$ cat src/hdl/cfr_pkg.sv
// Shared types, codes and the CRC-16/MODBUS byte update for the frame receiver.
package cfr_pkg;

	localparam logic [15:0] CRC_INIT = 16'hFFFF;
	localparam logic [15:0] CRC_POLY = 16'hA001;

	localparam logic [7:0] START_MARKER_RST = 8'd126;
	localparam logic [7:0] END_MARKER_RST   = 8'd127;

	localparam int unsigned CFG_IDX_W = 8;
	localparam logic [CFG_IDX_W-1:0] CFG_START_MARKER = 8'd0;
	localparam logic [CFG_IDX_W-1:0] CFG_END_MARKER   = 8'd1;

	typedef enum logic [1:0] {
		KIND_PAYLOAD  = 2'd0,
		KIND_GOOD     = 2'd1,
		KIND_CRC_BAD  = 2'd2,
		KIND_END_BAD  = 2'd3
	} kind_t;

	typedef struct packed {
		kind_t       kind;
		logic [7:0]  payload;
		logic [7:0]  ftype;
		logic [7:0]  seq;
		logic [15:0] length;
		logic        done;
	} result_t;

	function automatic logic [15:0] crc16_byte(input logic [15:0] crc, input logic [7:0] b);
		logic [15:0] c;
		c = crc ^ {8'h00, b};
		for (int k = 0; k < 8; k++) begin
			if (c[0]) begin
				c = (c >> 1) ^ CRC_POLY;
			end else begin
				c = c >> 1;
			end
		end
		return c;
	endfunction

endpackage

$ cat src/hdl/cfr_crc16.sv
// Running CRC-16/MODBUS register with a one-byte-per-cycle update while update is high.
module cfr_crc16 (
	input  logic        clk,
	input  logic        arst_n,
	input  logic        update,
	input  logic        clear,
	input  logic [7:0]  data,
	output logic [15:0] crc
);
	import cfr_pkg::*;

	logic [15:0] crc_q;

	always_ff @(posedge clk or negedge arst_n) begin
		if (!arst_n) begin
			crc_q <= CRC_INIT;
		end else if (clear) begin
			crc_q <= CRC_INIT;
		end else if (update) begin
			crc_q <= crc16_byte(crc_q, data);
		end
	end

	assign crc = crc_q;
endmodule

$ cat src/hdl/cfr_deframer.sv
// Frame parser: marker hunt, header capture, payload pass-through and status check.
module cfr_deframer (
	input  logic            clk,
	input  logic            arst_n,
	input  logic            take,
	input  logic [7:0]      data,
	input  logic [7:0]      start_marker,
	input  logic [7:0]      end_marker,
	output logic            has_result,
	output cfr_pkg::result_t result
);
	import cfr_pkg::*;

	typedef enum logic [2:0] {
		PH_HUNT    = 3'd0,
		PH_HEADER  = 3'd1,
		PH_PAYLOAD = 3'd2,
		PH_CRC     = 3'd3,
		PH_END     = 3'd4
	} phase_t;

	phase_t      phase_q, phase_d;
	logic [15:0] count_q, count_d;
	logic [15:0] length_q, length_d;
	logic [7:0]  ftype_q, ftype_d;
	logic [7:0]  seq_q, seq_d;
	logic [15:0] rx_crc_q, rx_crc_d;
	logic [15:0] crc;
	logic [15:0] count_inc;
	logic        crc_update;
	logic        crc_clear;

	cfr_crc16 u_crc (
		.clk    (clk),
		.arst_n (arst_n),
		.update (crc_update),
		.clear  (crc_clear),
		.data   (data),
		.crc    (crc)
	);

	assign count_inc = count_q + 16'd1;

	always_comb begin
		phase_d    = phase_q;
		count_d    = count_q;
		length_d   = length_q;
		ftype_d    = ftype_q;
		seq_d      = seq_q;
		rx_crc_d   = rx_crc_q;
		crc_update = 1'b0;
		crc_clear  = 1'b0;
		has_result = 1'b0;
		result.kind    = KIND_PAYLOAD;
		result.payload = 8'd0;
		result.ftype   = ftype_q;
		result.seq     = seq_q;
		result.length  = length_q;
		result.done    = 1'b0;
		case (phase_q)
			PH_HEADER: begin
				case (count_q[1:0])
					2'd0: length_d = {8'd0, data};
					2'd1: length_d = {data, length_q[7:0]};
					2'd2: ftype_d = data;
					default: seq_d = data;
				endcase
				if (count_q >= 16'd3) begin
					count_d = 16'd0;
					phase_d = (length_q != 16'd0) ? PH_PAYLOAD : PH_CRC;
				end else begin
					count_d = count_inc;
				end
			end
			PH_PAYLOAD: begin
				crc_update     = take;
				has_result     = 1'b1;
				result.payload = data;
				if (count_inc >= length_q) begin
					count_d = 16'd0;
					phase_d = PH_CRC;
				end else begin
					count_d = count_inc;
				end
			end
			PH_CRC: begin
				if (count_q == 16'd0) begin
					rx_crc_d = {8'd0, data};
					count_d  = 16'd1;
				end else begin
					rx_crc_d = {data, rx_crc_q[7:0]};
					count_d  = 16'd0;
					phase_d  = PH_END;
				end
			end
			PH_END: begin
				has_result  = 1'b1;
				result.done = 1'b1;
				if (data != end_marker) begin
					result.kind = KIND_END_BAD;
				end else if (crc != rx_crc_q) begin
					result.kind = KIND_CRC_BAD;
				end else begin
					result.kind = KIND_GOOD;
				end
				phase_d   = PH_HUNT;
				count_d   = 16'd0;
				length_d  = 16'd0;
				ftype_d   = 8'd0;
				seq_d     = 8'd0;
				rx_crc_d  = 16'd0;
				crc_clear = take;
			end
			default: begin
				if (data == start_marker) begin
					phase_d   = PH_HEADER;
					count_d   = 16'd0;
					length_d  = 16'd0;
					ftype_d   = 8'd0;
					seq_d     = 8'd0;
					rx_crc_d  = 16'd0;
					crc_clear = take;
				end else begin
					phase_d = PH_HUNT;
				end
			end
		endcase
	end

	always_ff @(posedge clk or negedge arst_n) begin
		if (!arst_n) begin
			phase_q  <= PH_HUNT;
			count_q  <= 16'd0;
			length_q <= 16'd0;
			ftype_q  <= 8'd0;
			seq_q    <= 8'd0;
			rx_crc_q <= 16'd0;
		end else if (take) begin
			phase_q  <= phase_d;
			count_q  <= count_d;
			length_q <= length_d;
			ftype_q  <= ftype_d;
			seq_q    <= seq_d;
			rx_crc_q <= rx_crc_d;
		end
	end
endmodule

$ cat src/hdl/crc_frame_receiver.sv
// Top level of the byte frame receiver with CRC-16/MODBUS check.
//
// Input channel rx_valid/rx_stall carries one link byte per item in rx_byte.
// Result channel res_valid/res_stall carries one result item: a payload byte
// (result_kind 0) or a frame status (good, CRC mismatch, bad end marker) with
// frame_done set. Header fields of the current frame travel with every result.
// Configuration writes (cfg_valid/cfg_ready, index 0 start marker, index 1 end
// marker) are always taken; cfg_ready is tied high.
// A byte is registered in byte_s1 at acceptance and processed when it is taken;
// its result is registered in out_q for the result port. One byte per cycle is
// sustained while res_stall is low; the byte-wide CRC update is the longest path.
// When the receiver stalls, the result is held and one more byte may wait in
// the input register; bytes that give no result still pass through the parser.
// Reset clears the parser to hunting for the start marker, sets the markers to
// 126 and 127, and empties both registers.
module crc_frame_receiver (
	input  logic                          clk,
	input  logic                          arst_n,
	input  logic                          rx_valid,
	output logic                          rx_stall,
	input  logic [7:0]                    rx_byte,
	output logic                          res_valid,
	input  logic                          res_stall,
	output logic [1:0]                    result_kind,
	output logic [7:0]                    payload_byte,
	output logic [7:0]                    frame_type,
	output logic [7:0]                    seq_number,
	output logic [15:0]                   frame_length,
	output logic                          frame_done,
	input  logic                          cfg_valid,
	output logic                          cfg_ready,
	input  logic [cfr_pkg::CFG_IDX_W-1:0] cfg_index,
	input  logic [7:0]                    cfg_data
);
	import cfr_pkg::*;

	logic [7:0] start_marker_q;
	logic [7:0] end_marker_q;
	logic       valid_s1;
	logic [7:0] byte_s1;
	logic       out_valid_q;
	result_t    out_q;
	result_t    result;
	logic       has_result;
	logic       out_free;
	logic       take;

	assign cfg_ready = 1'b1;

	always_ff @(posedge clk or negedge arst_n) begin
		if (!arst_n) begin
			start_marker_q <= START_MARKER_RST;
			end_marker_q   <= END_MARKER_RST;
		end else if (cfg_valid && cfg_ready) begin
			if (cfg_index == CFG_START_MARKER) begin
				start_marker_q <= cfg_data;
			end else if (cfg_index == CFG_END_MARKER) begin
				end_marker_q <= cfg_data;
			end
		end
	end

	assign out_free = !out_valid_q || !res_stall;
	assign take     = valid_s1 && (!has_result || out_free);
	assign rx_stall = valid_s1 && !take;

	always_ff @(posedge clk or negedge arst_n) begin
		if (!arst_n) begin
			valid_s1 <= 1'b0;
		end else if (rx_valid && !rx_stall) begin
			valid_s1 <= 1'b1;
		end else if (take) begin
			valid_s1 <= 1'b0;
		end
	end

	always_ff @(posedge clk) begin
		if (rx_valid && !rx_stall) begin
			byte_s1 <= rx_byte;
		end
	end

	cfr_deframer u_deframer (
		.clk          (clk),
		.arst_n       (arst_n),
		.take         (take),
		.data         (byte_s1),
		.start_marker (start_marker_q),
		.end_marker   (end_marker_q),
		.has_result   (has_result),
		.result       (result)
	);

	always_ff @(posedge clk or negedge arst_n) begin
		if (!arst_n) begin
			out_valid_q <= 1'b0;
		end else if (take && has_result) begin
			out_valid_q <= 1'b1;
		end else if (!res_stall) begin
			out_valid_q <= 1'b0;
		end
	end

	always_ff @(posedge clk) begin
		if (take && has_result) begin
			out_q <= result;
		end
	end

	assign res_valid    = out_valid_q;
	assign result_kind  = out_q.kind;
	assign payload_byte = out_q.payload;
	assign frame_type   = out_q.ftype;
	assign seq_number   = out_q.seq;
	assign frame_length = out_q.length;
	assign frame_done   = out_q.done;

`ifndef SYNTHESIS
	a_stall_needs_item: assert property (@(posedge clk) disable iff (!arst_n)
		rx_stall |-> valid_s1)
		else $error("input stalled with an empty input register");

	a_no_overwrite: assert property (@(posedge clk) disable iff (!arst_n)
		(out_valid_q && res_stall) |-> !(take && has_result))
		else $error("held result would be overwritten");

	a_status_zero_payload: assert property (@(posedge clk) disable iff (!arst_n)
		(res_valid && frame_done) |-> (payload_byte == 8'd0 && result_kind != KIND_PAYLOAD))
		else $error("status result carries payload data");
`endif
endmodule
$ cat config.mk
export PLATFORM = sky130hd
export DESIGN_NAME = crc_frame_receiver
export DESIGN_NICKNAME = d
export VERILOG_FILES = /design/src/hdl/cfr_pkg.sv /design/src/hdl/cfr_crc16.sv /design/src/hdl/cfr_deframer.sv /design/src/hdl/crc_frame_receiver.sv
export SDC_FILE = /design/constraint.sdc
export NUM_CORES = 1
export LEC_CHECK = 0
export BUFFER_PORTS_ARGS = -buffer_cell sky130_fd_sc_hd__buf_2
export CORE_MARGIN = 8
export CORE_UTILIZATION = 53
export DETAILED_ROUTE_END_ITERATION = 10
export GPL_TIMING_DRIVEN = 0
export MAX_ROUTING_LAYER = met4
export PLACE_DENSITY = 0.77
export REMOVE_ABC_BUFFERS = 1
export SYNTH_ARGS = -nofsm -noshare
export SYNTH_HDL_FRONTEND = slang
export SYNTH_SLANG_ARGS = --single-unit
$ cat constraint.sdc
create_clock -name clk -period 4.4 [get_ports clk]
set_input_delay 0 -clock clk [delete_from_list [all_inputs] [get_ports clk]]
set_output_delay 0 -clock clk [all_outputs]
set_load 0.05 [all_outputs]
==> flow_summary.ini <==
[outcome]
status = completed

[yosys]
syn_avg_cell_area_um2 = 12.5
ys_types = 66
ys_warn_count = 0
netlist_instances = 587
ys.flop_type = dfrtp_1
ys_seq_area_share_pct = 55.9
synth-seq-cells = 152
synthArstFlopShare_pct = 66.4
synth_edf_count = 51
syn_area_um2 = 7330

[worst_setup_path]
end_kind = flip-flop
crit_required_ns = 4.75
start_kind = flip-flop
path_max_fanout = 22
cp.arrival_ns = 4.23
timing_worst_setup_path_type = flip-flop to flip-flop

[finish]
drive_gt1_share_pct = 27.4
final_area_um2 = 8680
areaGrowthSynthToFinish_pct = 18.4
antennaDiodeCount = 0
regArea_um2 = 4100
fill_cells = 1055
multi_input_area_um2 = 2980
nets = 727

[floorplan]
die_area_um2 = 17800
num_rows = 43
die_w_um = 134
core_area_um2 = 13700
start_util_pct = 53.4
die_h_um = 134
io_pins = 75

[min_path]
hold_path.class = input port to asynchronous set/reset pin

[timing]
hold_violations = 0
finalSetupViolations = 0
fin_crit_sh_pct = 88.4
skew_ns = 0.00544
fin_crit_ns = 3.89
slew-limit-headroom_pct = 33.3
drv_slew = 0
tightest_slew_ns = 0.993
fin_ws_ns = 0.511
fmax_mhz = 257
fin_setup_tns_ns = 0
rsz0062_at_grt = no

[global_routing]
track_usage_pct = 19.3
grt_pass1_vias = 5107
grt_pass1_wl_mm = 26.5
grt_overflow = 0
antenna_found_initial = 0
grt_max_degree = 67

[clock_tree]
postCtsSetupBuffers = 0
clk_latency_ns = 0.43
path_clk_slew_ns = 0.06
numClockSinks = 152
tritoncts = built
clockBufferDepth = 2
h-tree-depth = 4
cts_root_buffer = clkbuf_16
cts_made_buffers = 17

[placed_design]
portBuffers = 73
postPlaceCellArea_um2 = 7870
dp_hpwl_mm = 11.5
place.gp.congestion = 0.860
pre_cts_ws_ns = 0.219

[pwr]
vdd_drop_max_mv = 0.378
power.density_nw_per_um2 = 679
p_leak_nw = 3.82
power_mw = 5.89

[detailed_routing]
vias = 4948
dr.first_iter.drc_count = 330
drc = 0
ant_nets = 0
wl_per_cell_um = 18.4
drt-vias-per-instance = 5.69
wl_mm = 16.0
drtPass1Iterations = 5

[run]
drv_cap = 0
layout by cell type, fill, tap and decap left out, types with 4 or more instances in the layout:
cell,netlist,routed
inv_6,0,7
a31oi_1,9,9
a2bb2oi_1,9,9
ha_1,21,21
o21ai_0,13,13
and2_1,19,19
buf_2,11,72
a22o_1,16,16
dfstp_2,29,29
xor2_1,41,41
nand2_1,22,22
inv_1,37,37
nor2b_1,4,4
edfxtp_1,51,51
clkbuf_16,0,17
mux2i_1,12,12
mux2_1,5,5
a21oi_1,18,18
o21ai_2,4,4
xnor2_1,26,26
nand3_1,13,13
nor4_1,12,12
mux2_2,34,34
dfrtp_1,72,72
and3_1,6,6
nor2_1,15,15
nand4_1,15,15
dlygate4sd3_1,0,19
routing by layer:
metal,vias to the layer above,wire length [µm],track usage (%)
met5,-,0,-
met4,0,342,6.99
met3,30,1050,5.16
met2,162,7780,30.3
met1,2450,6800,23.6
li1,2306,-,-
power by group:
part	total [mW]	leakage, nW	switching [mW]	internal [mW]
combinational	2.08	1.78	1.28	0.804
clock	1.51	0.291	0.604	0.908
sequential	2.30	1.76	0.354	1.94
worst paths after layout:
check / startpoint / end / slack [ns] / cells after the start
setup reg to reg: u_deframer.count_q[0] / u_deframer.count_q[11] / 0.51 / 12
min in group clk: cfg_index[0] / start_marker_q[4] / 0.10 / 3
hold reg to reg: u_deframer.ftype_q[2] / frame_type[2] / 0.44 / 0
max in group asynchronous: arst_n / u_deframer.u_crc.crc[6] / 3.62 / 3
hold / removal: arst_n / end_marker_q[7] / 0.08 / 2
setup / recovery: u_deframer.count_q[0] / u_deframer.count_q[11] / 0.51 / 12
layout make-up:
type	instances	area share, %
Multi-Input combinational cell	372	34.3
Clock buffer	18	4.95
Sequential cell	152	47.2
Timing Repair Buffer	96	7.14
Inverter	38	1.64
Tap cell	180	2.60
Clock inverter	14	2.13
state kept, by name (all words and copies together), names as in the netlist:
signal	cells
u_deframer.u_crc.crc	16
u_deframer.seq_q	8
res_valid	1
u_deframer.length_q	16
end_marker_q	8
start_marker_q	8
frame_length	16
valid_s1	1
byte_s1	8
seq_number	8
u_deframer.ftype_q	8
u_deframer.phase_q	3
frame_type	8
frame_done	1
payload_byte	8
u_deframer.rx_crc_q	16
result_kind	2
u_deframer.count_q	16
Yosys cell counts (3+ instances only):
library cell	n	area, µm²
nor2_1	15	56.3
nor4_1	12	75.1
nor3_1	4	20.0
xnor2_1	26	228
o21ai_0	13	65.1
nand2_1	22	82.6
clkbuf_1	9	33.8
nor2b_1	4	25.0
mux2_1	5	56.3
and3_1	6	37.5
xor2_1	41	359
a22o_1	16	140
inv_1	37	139
dfstp_2	29	762
and2_1	19	119
nand4_1	15	93.8
a2bb2oi_1	9	78.8
mux2_2	34	383
and4_1	3	26.3
mux2i_1	12	120
nand3_1	13	65.1
ha_1	21	263
o21ai_2	4	35.0
buf_2	11	55.1
nor3b_1	3	22.5
a21oi_1	18	90.1
edfxtp_1	51	1530
dfrtp_1	72	1800
a31oi_1	9	56.3
cells by family (layout without fill, tap and decap cells):
family,after synthesis,count (layout),synth area share [%]
flip-flops,152,152,55.9
AND/OR/NAND/NOR,129,129,10.2
AO/OA/AOI/OAI,101,101,10.5
XOR/XNOR,69,69,8.54
buffers and inverters,63,166,3.62
multiplexers,51,51,7.63
adder cells (fa/ha/maj),21,21,3.59
other,1,1,0.0512
critical path, stage by stage, from the launching register on:
cell      delay (ns)
dfrtp_1         0.46
ha_1            0.30
and3_1          0.26
nand4_1         0.23
nor3b_1         0.31
xor2_1          0.22
ha_1            0.29
a21o_1          0.19
a21oi_1         0.14
a32oi_1         0.18
a211oi_4        0.79
o21ai_0         0.20
a31oi_1         0.22
timing repair:
action / CTS / global route
hold buffers: 19 / 0
gates resized for setup: 0 / 1
hold endpoints to repair: 111 / 0
endpoints found under the setup margin: 0 / 7
metrics by stage:
step	hold WS, ns	utilization (%)	instances
finish	0.0759	63.2	870
global route	0.121	63.2	870
CTS	0.0804	63.2	870
detailed placement	-0.00401	57.3	819
global placement	0.179	56.8	815
floorplan	-0.296	-	562
(Power assumes the default switching activity.)
